===== config.mk =====
export PLATFORM = sky130hd
export DESIGN_NAME = kfr_select
export DESIGN_NICKNAME = d
export VERILOG_FILES = /design/src/rtl/core/kfr_pkg.sv /design/src/rtl/core/kfr_select.sv
export SDC_FILE = /design/constraint.sdc
export NUM_CORES = 2
export LEC_CHECK = 0
export ABC_AREA = 0
export BUFFER_PORTS_ARGS = -buffer_cell sky130_fd_sc_hd__buf_2
export CORE_UTILIZATION = 60
export DETAILED_ROUTE_END_ITERATION = 8
export MAX_ROUTING_LAYER = met4
export PLACE_DENSITY = 0.88
export SLEW_MARGIN = 20
export SYNTH_ARGS = -nofsm -noshare
export SYNTH_HDL_FRONTEND = slang
export SYNTH_SLANG_ARGS = --single-unit

===== constraint.sdc =====
create_clock -name clk_i -period 21.2 [get_ports clk_i]
set_input_delay 6.36 -clock clk_i [delete_from_list [all_inputs] [get_ports clk_i]]
set_output_delay 6.36 -clock clk_i [all_outputs]
set_load 0.05 [all_outputs]

===== src/rtl/core/kfr_pkg.sv =====
// ----------------------------------------------------------------------------
// Kuwahara filter package
// Shared sizes, beat types, state encodings and the line store address map.
// ----------------------------------------------------------------------------
package kfr_pkg;

  // Frame and window limits.
  localparam int unsigned MAX_WIDTH  = 1024;
  localparam int unsigned MAX_HEIGHT = 1024;
  localparam int unsigned MAX_RADIUS = 8;
  localparam int unsigned ROW_SLOTS  = 2 * MAX_RADIUS + 2;

  // Fixed widths of the configuration registers and of one pixel word.
  localparam int unsigned RAD_W  = 4;
  localparam int unsigned DIM_W  = 11;
  localparam int unsigned PIX_W  = 32;
  localparam int unsigned CHAN_W = 8;
  localparam int unsigned CFG_AW = 2;

  localparam int unsigned COORD_W = $clog2((MAX_WIDTH > MAX_HEIGHT) ? MAX_WIDTH : MAX_HEIGHT);
  localparam int unsigned SLOT_W  = $clog2(ROW_SLOTS);
  localparam int unsigned DEPTH   = ROW_SLOTS * MAX_WIDTH;
  localparam int unsigned ADDR_W  = $clog2(DEPTH);

  // Quadrant statistics sizes.
  localparam int unsigned NUM_Q  = 4;
  localparam int unsigned Q_W    = 2;
  localparam int unsigned NUM_CH = 3;
  localparam int unsigned CH_W   = 2;
  localparam int unsigned NMAX   = (MAX_RADIUS + 1) * (MAX_RADIUS + 1);
  localparam int unsigned N_W    = $clog2(NMAX + 1);
  localparam int unsigned S_W    = $clog2(NMAX * 255 + 1);
  localparam int unsigned SQ_W   = $clog2(NMAX * 65025 + 1);
  localparam int unsigned P_W    = N_W + SQ_W;
  localparam int unsigned V_W    = P_W + 2;
  localparam int unsigned N2_W   = 2 * N_W;
  localparam int unsigned CMP_W  = V_W + N2_W;
  localparam int unsigned BIT_W  = $clog2(S_W);
  localparam int unsigned DRN_W  = $clog2(NUM_Q + 1);

  typedef enum logic [CFG_AW-1:0] {
    REG_RADIUS = 2'd0,
    REG_WIDTH  = 2'd1,
    REG_HEIGHT = 2'd2
  } cfg_reg_e;

  typedef enum logic {
    KIND_PIXEL = 1'b0,
    KIND_DRAIN = 1'b1
  } kind_e;

  typedef enum logic [2:0] {
    ST_IDLE,
    ST_CHECK,
    ST_SCAN,
    ST_DRAIN,
    ST_SELECT,
    ST_EMIT
  } ctrl_state_e;

  typedef enum logic [2:0] {
    SL_IDLE,
    SL_N2,
    SL_MUL,
    SL_ACC,
    SL_CMP,
    SL_PICK,
    SL_DIV,
    SL_DONE
  } sel_state_e;

  // One pixel travelling down the cell chain.
  typedef struct packed {
    logic                           valid;
    logic [COORD_W-1:0]             x;
    logic [COORD_W-1:0]             y;
    logic [NUM_CH-1:0][CHAN_W-1:0]  rgb;
  } pix_t;

  // Inclusive bounds of one quadrant window.
  typedef struct packed {
    logic [COORD_W-1:0] x0;
    logic [COORD_W-1:0] x1;
    logic [COORD_W-1:0] y0;
    logic [COORD_W-1:0] y1;
  } box_t;

  // Pixel count, sums and sums of squares of one quadrant.
  typedef struct packed {
    logic [N_W-1:0]                n;
    logic [NUM_CH-1:0][S_W-1:0]    s;
    logic [NUM_CH-1:0][SQ_W-1:0]   sq;
  } stats_t;

  // Line store address of a column within a row slot.
  function automatic logic [ADDR_W-1:0] slot_addr(input logic [SLOT_W-1:0]  slot,
                                                  input logic [COORD_W-1:0] col);
    return ADDR_W'(slot) * ADDR_W'(MAX_WIDTH) + ADDR_W'(col);
  endfunction

endpackage


===== src/rtl/core/kfr_select.sv =====
// ----------------------------------------------------------------------------
// Kuwahara quadrant selector
// Compares the quadrant variances exactly by cross-multiplication and divides
// the sums of the winner by its pixel count, one quotient bit per cycle.
// ----------------------------------------------------------------------------
module kfr_select import kfr_pkg::*; (
  input  logic                             clk_i,
  input  logic                             rst_ni,
  input  logic                             start_i,
  input  stats_t [NUM_Q-1:0]               stats_i,
  output logic                             done_o,
  output logic [NUM_CH-1:0][CHAN_W-1:0]    mean_o
);

  sel_state_e state_q, state_d;

  logic [Q_W-1:0]   q_q;
  logic [CH_W-1:0]  c_q;
  logic [Q_W-1:0]   best_q;
  logic [V_W-1:0]   v_q, bv_q;
  logic [N2_W-1:0]  n2_q, bn2_q;
  logic [P_W-1:0]   p1_q, p2_q;
  logic [CMP_W-1:0] lhs_q, rhs_q;
  logic [BIT_W-1:0] bit_q;
  logic [N_W-1:0]   rem_q;
  logic [S_W-1:0]   quo_q;
  logic [NUM_CH-1:0][CHAN_W-1:0] mean_q;

  stats_t         cur, win;
  logic [N_W:0]   trial;
  logic           take;
  logic [N_W-1:0] rem_next;
  logic [S_W-1:0] quo_next;

  assign cur = stats_i[q_q];
  assign win = stats_i[best_q];

  // Restoring division step on the winning sums.
  always_comb begin
    trial    = {rem_q, win.s[c_q][bit_q]};
    take     = trial >= (N_W+1)'(win.n);
    rem_next = take ? N_W'(trial - (N_W+1)'(win.n)) : trial[N_W-1:0];
    quo_next = {quo_q[S_W-2:0], take};
  end

  // Next state.
  always_comb begin
    state_d = state_q;
    done_o  = 1'b0;
    case (state_q)
      SL_IDLE: if (start_i) state_d = SL_N2;
      SL_N2:   state_d = SL_MUL;
      SL_MUL:  state_d = SL_ACC;
      SL_ACC:  state_d = (c_q == CH_W'(NUM_CH - 1)) ? SL_CMP : SL_MUL;
      SL_CMP:  state_d = SL_PICK;
      SL_PICK: state_d = (q_q == Q_W'(NUM_Q - 1)) ? SL_DIV : SL_N2;
      SL_DIV: begin
        if (bit_q == '0 && c_q == CH_W'(NUM_CH - 1)) state_d = SL_DONE;
      end
      SL_DONE: begin
        done_o  = 1'b1;
        state_d = SL_IDLE;
      end
      default: state_d = SL_IDLE;
    endcase
  end

  always_ff @(posedge clk_i or negedge rst_ni) begin
    if (!rst_ni) begin
      state_q <= SL_IDLE;
    end else begin
      state_q <= state_d;
    end
  end

  // Datapath.
  always_ff @(posedge clk_i) begin
    case (state_q)
      SL_IDLE: begin
        q_q <= '0;
      end
      SL_N2: begin
        n2_q <= N2_W'(cur.n * cur.n);
        v_q  <= '0;
        c_q  <= '0;
      end
      SL_MUL: begin
        p1_q <= P_W'(cur.n * cur.sq[c_q]);
        p2_q <= P_W'(cur.s[c_q] * cur.s[c_q]);
      end
      SL_ACC: begin
        v_q <= v_q + V_W'(p1_q - p2_q);
        c_q <= c_q + CH_W'(1);
      end
      SL_CMP: begin
        lhs_q <= CMP_W'(v_q * bn2_q);
        rhs_q <= CMP_W'(bv_q * n2_q);
      end
      SL_PICK: begin
        // The earlier quadrant wins a tie.
        if (q_q == '0 || lhs_q < rhs_q) begin
          best_q <= q_q;
          bv_q   <= v_q;
          bn2_q  <= n2_q;
        end
        q_q   <= q_q + Q_W'(1);
        c_q   <= '0;
        bit_q <= BIT_W'(S_W - 1);
        rem_q <= '0;
        quo_q <= '0;
      end
      SL_DIV: begin
        if (bit_q == '0) begin
          mean_q[c_q] <= quo_next[CHAN_W-1:0];
          c_q         <= c_q + CH_W'(1);
          bit_q       <= BIT_W'(S_W - 1);
          rem_q       <= '0;
          quo_q       <= '0;
        end else begin
          rem_q <= rem_next;
          quo_q <= quo_next;
          bit_q <= bit_q - BIT_W'(1);
        end
      end
      default: ;
    endcase
  end

  assign mean_o = mean_q;

endmodule

==> results.cfg <==
[status]
status = completed

[placed_design]
placed_area_um2 = 61500
dp_hpwl_mm = 155
gp_congestion = 1.08
port_buffers = 511

[timing]
fin_crit_sh_pct = 63.8
fin_crit_ps = 13520
setup_tns_ps = 0
worstMarginPinSlew_ps = 1170
slew-limit-headroom_pct = 21.6
fin_skew_ps = 44.6
fmax_mhz = 74.0
finalHoldViolCount = 0
rsz0062_at_grt = no
drv_slew = 0
final-setup-viol-count = 0

[routing]
route.vias.total = 46093
wl_mm = 190
drt_iter0_markers = 3981
vias_per_cell = 5.92
ant_nets = 0
post-route-drc-count = 0
post_drt_wl_per_cell_um = 24.4
first_pass_iters = 6

[die]
io_pins = 512
placeableCoreArea_um2 = 95200
die_h_um = 312
initial_utilization_pct = 60.7
die_area_um2 = 97500
num_rows = 113
die_x_um = 312

[cts]
cts_buffer_depth = 3
numClockSinks = 292
ctsHoldBuffers = 0
clk_latency_ps = 560
cts_tree = yes
clock_tree.root_cell = clkbuf_16
cts_max_level = 2
post_cts_resized = 0
cts_buffers = 34
clk_pin_slew_worst_paths_ps = 60
cts_post_setup_buffers_inserted = 0

[finish]
design_area_um2 = 62900
drive_gt1_share_pct = 13.5
fillers = 7220
nNetsFinal = 8323
layout_commonest_cell = inv_1
final_cell_mix = inv_1 (1254), nand2_1 (916), fa_1 (910)
area_delta_synth_final_pct = 8.97
post-route-util_pct = 66.1

[logic_synthesis]
ys_types = 93
syn_nets = 7951
async_reset_ff_share_pct = 1.03
ys_seq_elements = 292
ys_seq_area_share_pct = 15.2
netlist_instances = 6011
synth_edf_count = 289
syn_area_um2 = 57700
synth_warnings = 0
avgSynthCellArea_um2 = 9.60
synth_flop_cell = edfxtp_1

[grt]
grt_max_degree = 78
grt_pass1_wl_mm = 289
antenna_found_initial = 115
gr-total-overflow = 0
first_global_vias = 49023
track_usage_pct = 41.0

[worst_setup_path]
critical_path_class = input port to flop
cp_num_buf_inv = 9
crit_path_frequent_cell = inv_1
setup.worst_path.end_class = flop
r2r_slack_ps = 11630
slowest_delay_ps = 540
worstPathArrival_ps = 13810
required_ps = 21490
crit_slowest_cell = mux2i_1
critPathLaunchType = input port
worst_path_dominant_cell_family = adder cells
crit_fanout = 14

[worst_hold_path]
hold_class = flop to flop

[job]
drv_cap = 0
final cells by class:
cell class / instances / area (um^2) / area share (%)
Antenna cell: 121 / 303 / 0.481
Clock buffer: 43 / 906 / 1.44
Sequential cell: 292 / 8750 / 13.9
Timing Repair Buffer: 593 / 3200 / 5.08
Multi-Input combinational cell: 4207 / 43300 / 68.8
Inverter: 1255 / 4710 / 7.49
Clock inverter: 16 / 175 / 0.278
Tap cell: 1265 / 1580 / 2.52
worst register-to-register path: cells and delay by family (launching register included):
family	cells	cell delay, ps
and+or+nand+nor	2	250
AOI/OAI and AO/OA	9	1970
DFF	1	880
buffers and inverters	8	1920
adders and majority gates	7	3250
xor gates and xnor gates	1	90
muxes	2	950
cells in the mapped netlist, types with 87 or more instances:
cell | instances | area share, %
a21o_1 | 100 | 1.3
a21oi_1 | 200 | 1.7
and2_1 | 351 | 3.8
clkbuf_1 | 227 | 1.5
edfxtp_1 | 289 | 15
fa_1 | 910 | 32
ha_1 | 543 | 12
inv_1 | 1254 | 8.2
mux4_2 | 179 | 7.0
nand2_1 | 916 | 6.0
nor2_1 | 155 | 1.0
o21ai_0 | 87 | 0.75
xnor2_1 | 137 | 2.1
logic make-up (layout without fill, tap and decap cells):
family / count (synthesis) / count (layout) / share of synthesized area (%)
DFF: 292 / 292 / 15.2
AOI/OAI and AO/OA: 634 / 634 / 7.08
xor gates and xnor gates: 205 / 205 / 3.11
and+or+nand+nor: 1684 / 1684 / 13.5
adders and majority gates: 1453 / 1453 / 43.3
muxes: 231 / 231 / 7.89
buffers and inverters: 1512 / 1907 / 9.91
other: 0 / 121 / 0
final timing paths:
path                               from          to  depth (start not counted)
setup / recovery           stats_i[438]    p2_q[29]                         30
hold reg to reg                quo_q[0]  mean_o[17]                          0
min in group asynchronous        rst_ni  state_q[2]                          1
hold / removal                 quo_q[0]  mean_o[17]                          0
setup reg to reg                 q_q[0]    p2_q[29]                         29
max in group asynchronous        rst_ni  state_q[1]                          1
registers in the layout, indices dropped and copies added, names as in the netlist, 24 cells and up:
register  count
p2_q         29
bv_q         32
v_q          32
p1_q         30
rhs_q        46
lhs_q        46
mean_o       24
per-stage QoR:
step | cells | worst slack [ps] | hold WS, ps
2_1_floorplan | 6011 | 8090 | 440
3_3_place_gp | 7610 | 7420 | 495
3_5_place_dp | 7611 | 7360 | 513
4_1_cts | 7670 | 7920 | 520
5_1_grt | 7779 | 7330 | 529
6_report | 7792 | 7680 | 522
per-layer routing:
metal	up-vias	part of all wire (%)	wire length (um)	GRT usage, %
met5	-	0	0	-
met4	0	11	21400	37.2
met3	731	9.0	17000	9.48
met2	2460	48	90800	65.7
met1	22929	32	60700	41.8
li1	19973	-	-	-
Power is not shown: default switching activity piles up to over one toggle a cycle in this logic, so the estimate is an artifact.
