===== config.mk =====
export PLATFORM = sky130hd
export DESIGN_NAME = kfr_cell
export DESIGN_NICKNAME = d
export VERILOG_FILES = /design/src/rtl/core/kfr_pkg.sv /design/src/rtl/core/kfr_cell.sv
export SDC_FILE = /design/constraint.sdc
export NUM_CORES = 1
export LEC_CHECK = 0
export ABC_CLOCK_PERIOD_IN_PS = 6900
export BUFFER_PORTS_ARGS = -buffer_cell sky130_fd_sc_hd__buf_2
export CAP_MARGIN = 25
export CORE_MARGIN = 1.5
export CORE_UTILIZATION = 35
export DETAILED_ROUTE_END_ITERATION = 8
export MAX_ROUTING_LAYER = met4
export SYNTH_ARGS = -nofsm -noshare
export SYNTH_HDL_FRONTEND = slang
export SYNTH_SLANG_ARGS = --single-unit

===== constraint.sdc =====
create_clock -name clk_i -period 6.9 [get_ports clk_i]
set_clock_uncertainty 0.1 [all_clocks]
set_input_delay 0.345 -clock clk_i [delete_from_list [all_inputs] [get_ports clk_i]]
set_output_delay 0.345 -clock clk_i [all_outputs]
set_load 0.05 [all_outputs]

===== src/rtl/core/kfr_pkg.sv =====
// ----------------------------------------------------------------------------
// Kuwahara filter package
// Shared sizes, beat types, state encodings and the line store address map.
// ----------------------------------------------------------------------------
package kfr_pkg;

  // Frame and window limits.
  localparam int unsigned MAX_WIDTH  = 1024;
  localparam int unsigned MAX_HEIGHT = 1024;
  localparam int unsigned MAX_RADIUS = 8;
  localparam int unsigned ROW_SLOTS  = 2 * MAX_RADIUS + 2;

  // Fixed widths of the configuration registers and of one pixel word.
  localparam int unsigned RAD_W  = 4;
  localparam int unsigned DIM_W  = 11;
  localparam int unsigned PIX_W  = 32;
  localparam int unsigned CHAN_W = 8;
  localparam int unsigned CFG_AW = 2;

  localparam int unsigned COORD_W = $clog2((MAX_WIDTH > MAX_HEIGHT) ? MAX_WIDTH : MAX_HEIGHT);
  localparam int unsigned SLOT_W  = $clog2(ROW_SLOTS);
  localparam int unsigned DEPTH   = ROW_SLOTS * MAX_WIDTH;
  localparam int unsigned ADDR_W  = $clog2(DEPTH);

  // Quadrant statistics sizes.
  localparam int unsigned NUM_Q  = 4;
  localparam int unsigned Q_W    = 2;
  localparam int unsigned NUM_CH = 3;
  localparam int unsigned CH_W   = 2;
  localparam int unsigned NMAX   = (MAX_RADIUS + 1) * (MAX_RADIUS + 1);
  localparam int unsigned N_W    = $clog2(NMAX + 1);
  localparam int unsigned S_W    = $clog2(NMAX * 255 + 1);
  localparam int unsigned SQ_W   = $clog2(NMAX * 65025 + 1);
  localparam int unsigned P_W    = N_W + SQ_W;
  localparam int unsigned V_W    = P_W + 2;
  localparam int unsigned N2_W   = 2 * N_W;
  localparam int unsigned CMP_W  = V_W + N2_W;
  localparam int unsigned BIT_W  = $clog2(S_W);
  localparam int unsigned DRN_W  = $clog2(NUM_Q + 1);

  typedef enum logic [CFG_AW-1:0] {
    REG_RADIUS = 2'd0,
    REG_WIDTH  = 2'd1,
    REG_HEIGHT = 2'd2
  } cfg_reg_e;

  typedef enum logic {
    KIND_PIXEL = 1'b0,
    KIND_DRAIN = 1'b1
  } kind_e;

  typedef enum logic [2:0] {
    ST_IDLE,
    ST_CHECK,
    ST_SCAN,
    ST_DRAIN,
    ST_SELECT,
    ST_EMIT
  } ctrl_state_e;

  typedef enum logic [2:0] {
    SL_IDLE,
    SL_N2,
    SL_MUL,
    SL_ACC,
    SL_CMP,
    SL_PICK,
    SL_DIV,
    SL_DONE
  } sel_state_e;

  // One pixel travelling down the cell chain.
  typedef struct packed {
    logic                           valid;
    logic [COORD_W-1:0]             x;
    logic [COORD_W-1:0]             y;
    logic [NUM_CH-1:0][CHAN_W-1:0]  rgb;
  } pix_t;

  // Inclusive bounds of one quadrant window.
  typedef struct packed {
    logic [COORD_W-1:0] x0;
    logic [COORD_W-1:0] x1;
    logic [COORD_W-1:0] y0;
    logic [COORD_W-1:0] y1;
  } box_t;

  // Pixel count, sums and sums of squares of one quadrant.
  typedef struct packed {
    logic [N_W-1:0]                n;
    logic [NUM_CH-1:0][S_W-1:0]    s;
    logic [NUM_CH-1:0][SQ_W-1:0]   sq;
  } stats_t;

  // Line store address of a column within a row slot.
  function automatic logic [ADDR_W-1:0] slot_addr(input logic [SLOT_W-1:0]  slot,
                                                  input logic [COORD_W-1:0] col);
    return ADDR_W'(slot) * ADDR_W'(MAX_WIDTH) + ADDR_W'(col);
  endfunction

endpackage


===== src/rtl/core/kfr_cell.sv =====
// ----------------------------------------------------------------------------
// Kuwahara quadrant cell
// Accumulates the statistics of one quadrant window from the passing pixels
// and hands each pixel on to the next cell in the following cycle.
// ----------------------------------------------------------------------------
module kfr_cell import kfr_pkg::*; (
  input  logic   clk_i,
  input  logic   rst_ni,
  input  logic   clear_i,
  input  box_t   box_i,
  input  pix_t   pix_i,
  output pix_t   pix_o,
  output stats_t stats_o
);

  pix_t   pix_q;
  stats_t stats_q;
  logic   hit;

  // The pixel belongs to this window.
  assign hit = pix_i.valid &&
               pix_i.x >= box_i.x0 && pix_i.x <= box_i.x1 &&
               pix_i.y >= box_i.y0 && pix_i.y <= box_i.y1;

  // Pass-on stage and accumulators.
  always_ff @(posedge clk_i or negedge rst_ni) begin
    if (!rst_ni) begin
      pix_q   <= '0;
      stats_q <= '0;
    end else begin
      pix_q <= pix_i;
      if (clear_i) begin
        stats_q <= '0;
      end else if (hit) begin
        stats_q.n <= stats_q.n + N_W'(1);
        for (int c = 0; c < NUM_CH; c++) begin
          stats_q.s[c]  <= stats_q.s[c] + S_W'(pix_i.rgb[c]);
          stats_q.sq[c] <= stats_q.sq[c] + SQ_W'(pix_i.rgb[c] * pix_i.rgb[c]);
        end
      end
    end
  end

  assign pix_o   = pix_q;
  assign stats_o = stats_q;

endmodule


==> results of run 1 <==
-- worst paths after layout --
check	end	slack (ns)
setup / recovery	stats_o[22]$_DFFE_PN0P_	1.27
hold / removal	stats_o[81]$_DFFE_PN0P_	0.30
setup reg to reg	stats_o[22]$_DFFE_PN0P_	1.75
hold reg to reg	stats_o[24]$_DFFE_PN0P_	0.45
max in group asynchronous	pix_o[9]$_DFF_PN0_	4.88
min in group asynchronous	stats_o[32]$_DFFE_PN0P_	0.40
-- power groups by stage --
stage / sequential, µW / clock [µW] / combinational [µW]
final: 1010 / 1010 / 1680
after global routing: 1010 / 1080 / 1930
after CTS: 1010 / 1050 / 1700
after detailed placement: 1030 / 0 / 1660
after global placement: 1030 / 0 / 1630
after floorplan: 1120 / 0 / 1210
-- flip-flops by register name, indices dropped and copies added, names as in the netlist --
register  flops
stats_o     121
pix_o        45
-- stage by stage --
step	setup WS [ns]	instance area [µm²]
CTS	1.28	17800
global route	1.02	17800
floorplan	1.66	15000
finish	1.27	17800
detailed placement	1.29	16800
global placement	1.34	16800
-- per-layer routing --
layer | track usage, % | wire, µm
met1 | 23.5 | 17300
met2 | 30.3 | 18400
met3 | 4.34 | 1620
met4 | 5.21 | 647
met5 | - | 0
-- cell type report --
cell class	instances	area, µm²
inverter	266	998
tap	539	674
fill	4195	24200
clock buffer	18	429
sequential	166	4150
multi-input combinational	1142	9620
timing repair buffer	304	1780
clock inverter	14	163
-- cell usage in the layout, fill, tap and decap left out, drive strengths merged, types with 4 or more instances in the layout --
cell type / synthesis / final
clkinv: 0 / 5
a21oi: 121 / 121
mux2i: 6 / 6
buf: 12 / 257
a31oi: 8 / 8
nor3: 12 / 12
xor2: 39 / 39
nand4: 22 / 22
nand2b: 7 / 7
and2: 64 / 64
a211oi: 23 / 23
dfrtp: 166 / 166
nor4: 4 / 4
and3: 4 / 4
a211o: 6 / 6
dlygate4sd3: 0 / 46
mux2: 10 / 10
nor2: 73 / 73
o41ai: 5 / 5
ha: 197 / 197
or3: 13 / 13
o21ai: 36 / 36
a21o: 24 / 24
o31ai: 11 / 11
inv: 266 / 273
o211ai: 6 / 6
or4: 9 / 9
o21a: 12 / 12
nor2b: 22 / 22
nand3: 23 / 23
or2: 7 / 7
o21bai: 5 / 5
clkbuf: 33 / 19
xnor2: 47 / 47
fa: 114 / 114
nand2: 184 / 184
-- cell families after synthesis --
kind of cell / Yosys count
fa+ha+maj: 311
flops: 166
xor+xnor: 86
simple gates: 451
buf+inv: 311
compound gates: 278
mux: 16
==> impl_metrics.py, run 1 <==
metrics = {
    "detailed_routing": {
        "dr.pass1.iters": 4,
        "dr_total_vias": 12100,
        "drt_iter0_markers": 469,
        "wl_um": 38000,
        "ant_nets": 0,
        "wire_per_inst_um": 15.5,
        "viasPerCell": 4.93,
        "drc": 0,
    },
    "synthesis": {
        "synth.area.top_cells": "dfrtp_1 28%, ha_1 16%, fa_1 15%",
        "synth_cells": 1619,
        "synthTopCellsByCount": "266 x inv_1, 197 x ha_1, 183 x nand2_1",
        "synth_area_um2": 15000,
        "synth_xor_area_share_pct": 5.03,
        "synth-seq-area-share_pct": 27.7,
        "synth_most_common_cell": "inv_1",
        "synth_top_area_share_pct": 27.7,
        "synth_seq_cells": 166,
        "synth_largest_area_cell": "dfrtp_1",
        "synth_cell_types": 60,
        "yosys_warnings": 0,
        "synth_top_family_by_area": "adder cells",
        "synth-simple-area-share_pct": 14.7,
        "synthArstFlopShare_pct": 100,
        "synth-edff-count": 0,
        "dominantRegCellSynth": "dfrtp_1",
        "synthMuxAreaShare_pct": 1.15,
        "syn_avg_cell_area_um2": 9.25,
        "synth_nets": 2018,
        "synth-compound-area-share_pct": 11.7,
        "synth-adder-area-share_pct": 31.7,
    },
    "flow_run": {
        "cap_violations": 0,
    },
    "floorplan": {
        "die_area_um2": 44000,
        "num_rows": 75,
        "num_io_pins": 254,
        "start_util_pct": 35.6,
        "core_area_um2": 42000,
        "die_w_um": 210,
        "die-height_um": 210,
    },
    "cts": {
        "hold_buffers": 46,
        "clock_sinks": 166,
        "path_clk_slew_ns": 0.07,
        "cts_buffers": 17,
        "post_cts_buffers": 0,
        "cts-root-buf": "clkbuf_16",
        "ctsResizeCount": 0,
        "insertion_delay_ns": 0.49,
        "h-tree-depth": 4,
        "ctsLongestPathBuffers": 2,
        "cts_tree": "done",
    },
    "global_route": {
        "grt_pass1_wl_um": 63100,
        "grt-ovfl-total": 0,
        "gr-usage-all-layers_pct": 18.7,
        "antenna_found_initial": 0,
        "grt_max_degree": 101,
        "grt_pass1_vias": 12400,
    },
    "setup_path": {
        "crit_start": "pix_i[1]",
        "cp_max_fo": 11,
        "critical-path-slowest-cell": "dlygate4sd3_1",
        "cp-start-kind": "input pin",
        "worstPathArrival_ns": 5.89,
        "path_class": "in -> reg",
        "critPathMaxStageDelay_ns": 0.52,
        "cp-end-kind": "register",
        "critPathRequiredTime_ns": 7.16,
        "crit_chain": "dlygate4sd3_1 > buf_2 > and2_1 > inv_1 > fa_1 > inv_1 > fa_1 > fa_1 > inv_1 > fa_1 > inv_1 > ha_1 > o21a_1 > o221a_2 > o41ai_1 > o21ai_0 > a31oi_1 > nor4_2 > mux2_1",
        "critPathTopFamily": "adder cells",
        "cp_num_buf_inv": 6,
        "crit_cells": 19,
        "rr_startpoint": "stats_o[7]$_DFFE_PN0P_",
        "rr_worst_depth": 16,
    },
    "min_path": {
        "whs_path_depth": 2,
        "worstHoldStart": "clear_i",
        "hold_path_class": "in -> reg",
    },
    "sta": {
        "setup_violations": 0,
        "period_share_pct": 81.5,
        "rsz0062_at_grt": "no",
        "whs_ns": 0.296,
        "hold_viol_final": 0,
        "final_max_slew_viol_count": 0,
        "worstMarginPinSlew_ns": 0.913,
        "fmax_mhz": 178,
        "slew_headroom_pct": 39.1,
        "setup_tns_ns": 0,
        "fin_crit_ns": 5.63,
    },
    "power": {
        "p_total_uw": 3690,
        "ir_drop_v": 0.000202,
        "pwr-share-clk_pct": 27.3,
        "seq_power_share_pct": 27.4,
        "switchingPower_uw": 1500,
        "power_density_nw_per_um2": 207,
        "sw_frac_of_total_pct": 40.5,
        "p_int_uw": 2200,
        "combPwrFrac_pct": 45.3,
        "p_leak_uw": 0.00944,
    },
    "placement": {
        "portBuffers": 253,
        "dpl.hpwl_um": 28400,
        "placed_cells": 2371,
        "gp_congestion": 0.881,
    },
    "final_layout": {
        "diodes": 0,
        "area_delta_synth_final_pct": 19.0,
        "fin_nets": 2296,
        "layout-drive-gt1-share_pct": 16.6,
        "post-route-util_pct": 42.4,
        "stdcell_count": 2449,
    },
    "run_status": {
        "run_status": "finished clean",
    },
}
No activity file was read; power rests on OpenSTA's default activity.
==> inputs of run 2 (changes only) <==
--- a/config.mk
+++ b/config.mk
@@ -5,7 +5,7 @@
 export SDC_FILE = /design/constraint.sdc
 export NUM_CORES = 1
 export LEC_CHECK = 0
-export ABC_CLOCK_PERIOD_IN_PS = 6900
+export ABC_CLOCK_PERIOD_IN_PS = 5400
 export BUFFER_PORTS_ARGS = -buffer_cell sky130_fd_sc_hd__buf_2
 export CAP_MARGIN = 25
 export CORE_MARGIN = 1.5
==> constraint.sdc (replaced) <==
create_clock -name clk_i -period 5.4 [get_ports clk_i]
set_clock_uncertainty 0.1 [all_clocks]
set_input_delay 0.27 -clock clk_i [delete_from_list [all_inputs] [get_ports clk_i]]
set_output_delay 0.27 -clock clk_i [all_outputs]
set_load 0.05 [all_outputs]
==> run 2 against run 1 <==
- first-iteration DRC count increased by 2.8%
- largest power group unchanged
- hold slack got worse by 0.25 ns
- sequential share of layout area decreased by 0.22 points
- power rose by 29%
- global-route usage barely moved
- non-clock buffer count rose by 19
==> impl_metrics.py, run 2 (synthesized netlist as in run 1, its figures left out) <==
metrics = {
    "setup_path": {
        "crit_chain": "dlygate4sd3_1 > buf_2 > and2_1 > fa_1 > fa_1 > fa_1 > inv_1 > fa_1 > inv_1 > ha_1 > a21o_1 > o32ai_1 > a211oi_2 > o41ai_1 > buf_4 > a21oi_1 > nor2_1 > nor4b_2 > mux2_2",
        "path_class": "in -> reg",
        "cp-start-kind": "input pin",
        "critPathRequiredTime_ns": 5.67,
        "crit_top_cell": "fa_1",
        "worstPathArrival_ns": 5.53,
        "critical-path-slowest-cell": "fa_1",
        "cp_max_fo": 10,
        "cp-end-kind": "register",
        "critPathMaxStageDelay_ns": 0.54,
        "cp_num_buf_inv": 5,
        "critPathTopFamily": "adder cells",
        "r2r_slack_ns": 0.49,
        "rr_startpoint": "stats_o[7]$_DFFE_PN0P_",
        "reg2reg_to": "stats_o[22]$_DFFE_PN0P_",
        "rr_worst_depth": 17,
    },
    "global_route": {
        "grt-ovfl-total": 0,
        "grt_max_degree": 96,
        "grt_pass1_vias": 12500,
        "antenna_found_initial": 0,
        "gr-usage-all-layers_pct": 18.8,
        "grt_pass1_wl_um": 63100,
    },
    "cts": {
        "h-tree-depth": 4,
        "path_clk_slew_ns": 0.07,
        "cts_buffers": 17,
        "ctsLongestPathBuffers": 2,
        "insertion_delay_ns": 0.49,
        "clock_sinks": 166,
        "cts-root-buf": "clkbuf_16",
        "cts_tree": "done",
    },
    "detailed_routing": {
        "ant_nets": 0,
        "wire_per_inst_um": 15.7,
        "dr.pass1.iters": 5,
        "drc": 0,
        "viasPerCell": 4.94,
        "dr_total_vias": 12200,
        "wl_um": 38800,
        "drt_iter0_markers": 482,
    },
    "min_path": {
        "hold_path_class": "in -> reg",
        "whs_path_depth": 2,
        "min_to": "pix_o[10]$_DFF_PN0_",
        "worstHoldStart": "pix_i[10]",
    },
    "floorplan": {
        "core_area_um2": 42000,
        "num_io_pins": 254,
        "num_rows": 75,
        "start_util_pct": 35.6,
        "die_w_um": 210,
        "die-height_um": 210,
        "die_area_um2": 44000,
    },
    "placement": {
        "placed_cells": 2395,
        "portBuffers": 253,
        "dpl.hpwl_um": 29500,
        "placed_cell_area_um2": 17000,
        "dp_slack_ns": 0.0501,
        "gp_congestion": 0.874,
    },
    "run_status": {
        "run_status": "finished clean",
    },
    "final_layout": {
        "stdcell_count": 2466,
        "layout_commonest_cell": "inv_1",
        "largest_register_ffs": 121,
        "final_area_um2": 18000,
        "diodes": 0,
        "fin_nets": 2315,
        "mostFrequentLayoutCells": "266 x inv_1, 248 x buf_2, 197 x ha_1",
        "area_delta_synth_final_pct": 20.1,
        "layout-drive-gt1-share_pct": 18.2,
    },
    "power": {
        "power_density_nw_per_um2": 265,
        "ir_drop_v": 0.000266,
        "p_leak_uw": 0.00954,
    },
    "sta": {
        "period_share_pct": 97.5,
        "setup_slack_ns": 0.137,
        "final_max_slew_viol_count": 0,
        "fin_crit_ns": 5.26,
        "setup_violations": 0,
        "hold_viol_final": 0,
        "fmax_mhz": 190,
        "worstMarginPinSlew_ns": 0.804,
        "whs_ns": 0.0443,
        "slew_headroom_pct": 45.7,
    },
    "flow_run": {
        "cap_violations": 0,
    },
}
## run 2: final cells by class
| cell class | count | area [µm²] |
|---|---|---|
| clock buffer | 20 | 447 |
| clock inverter | 10 | 123 |
| fill | 4177 | 24100 |
| inverter | 266 | 998 |
| multi-input combinational | 1142 | 9660 |
| sequential | 166 | 4150 |
| tap | 539 | 674 |
| timing repair buffer | 323 | 1920 |
## run 2: layer usage
layer	vias up	global-route usage (%)	part of all wire, %
met3	54	4.13	4.6
met2	253	30.7	49
met1	5975	23.1	44
met5	-	-	0
met4	0	6.05	2.2
li1	5910	-	-
## run 2: per-stage QoR
step	total power, µW	TNS (ns)	util (%)
final	4770	0	42.8
after global routing	5180	-0.0210	42.8
after global placement	3420	0	40.3
after CTS	4810	0	42.6
after detailed placement	3460	0	40.3
after floorplan	2980	0	-
## run 2: what timing repair did
action                                  CTS  global route
endpoints found under the setup margin    0            18
hold buffers                             40             0
endpoints found under the hold margin   110             0
resized for setup                         0            18
buffers inserted                          0             1
## run 2: where the power goes
| part | internal, µW | leakage (µW) | switching [µW] |
|---|---|---|---|
| registers | 1270 | 0.00221 | 18.9 |
| logic | 914 | 0.00706 | 1290 |
| clock network | 691 | 0.000269 | 586 |
## run 2: how the worst max path moves through the flow
| stage | startpoint | end | slack [ns] | depth (start not counted) |
|---|---|---|---|---|
| 3_3_place_gp | pix_i[1] | stats_o[22]$_DFFE_PN0P_ | 0.09 | 19 |
| 4_1_cts | pix_i[1] | stats_o[22]$_DFFE_PN0P_ | 0.04 | 20 |
| 6_report | pix_i[15] | stats_o[44]$_DFFE_PN0P_ | 0.14 | 19 |
| 3_5_place_dp | pix_i[5] | stats_o[22]$_DFFE_PN0P_ | 0.05 | 19 |
| 2_1_floorplan | stats_o[7]$_DFFE_PN0P_ | stats_o[22]$_DFFE_PN0P_ | 0.23 | 16 |
| 5_1_grt | pix_i[15] | stats_o[44]$_DFFE_PN0P_ | -0.02 | 19 |
## run 2: worst register-to-register path, cell delays in order (launching register included)
cell and delay [ns]:
dfrtp_1 0.38, inv_1 0.08, fa_1 0.53, inv_1 0.05, fa_1 0.47, fa_1 0.49
inv_1 0.05, fa_1 0.53, inv_1 0.04, ha_1 0.23, or3_1 0.39, o221a_2 0.26
o41ai_1 0.24, buf_4 0.18, o21ai_2 0.08, a31oi_2 0.29, nor4_2 0.08, mux2_1 0.32
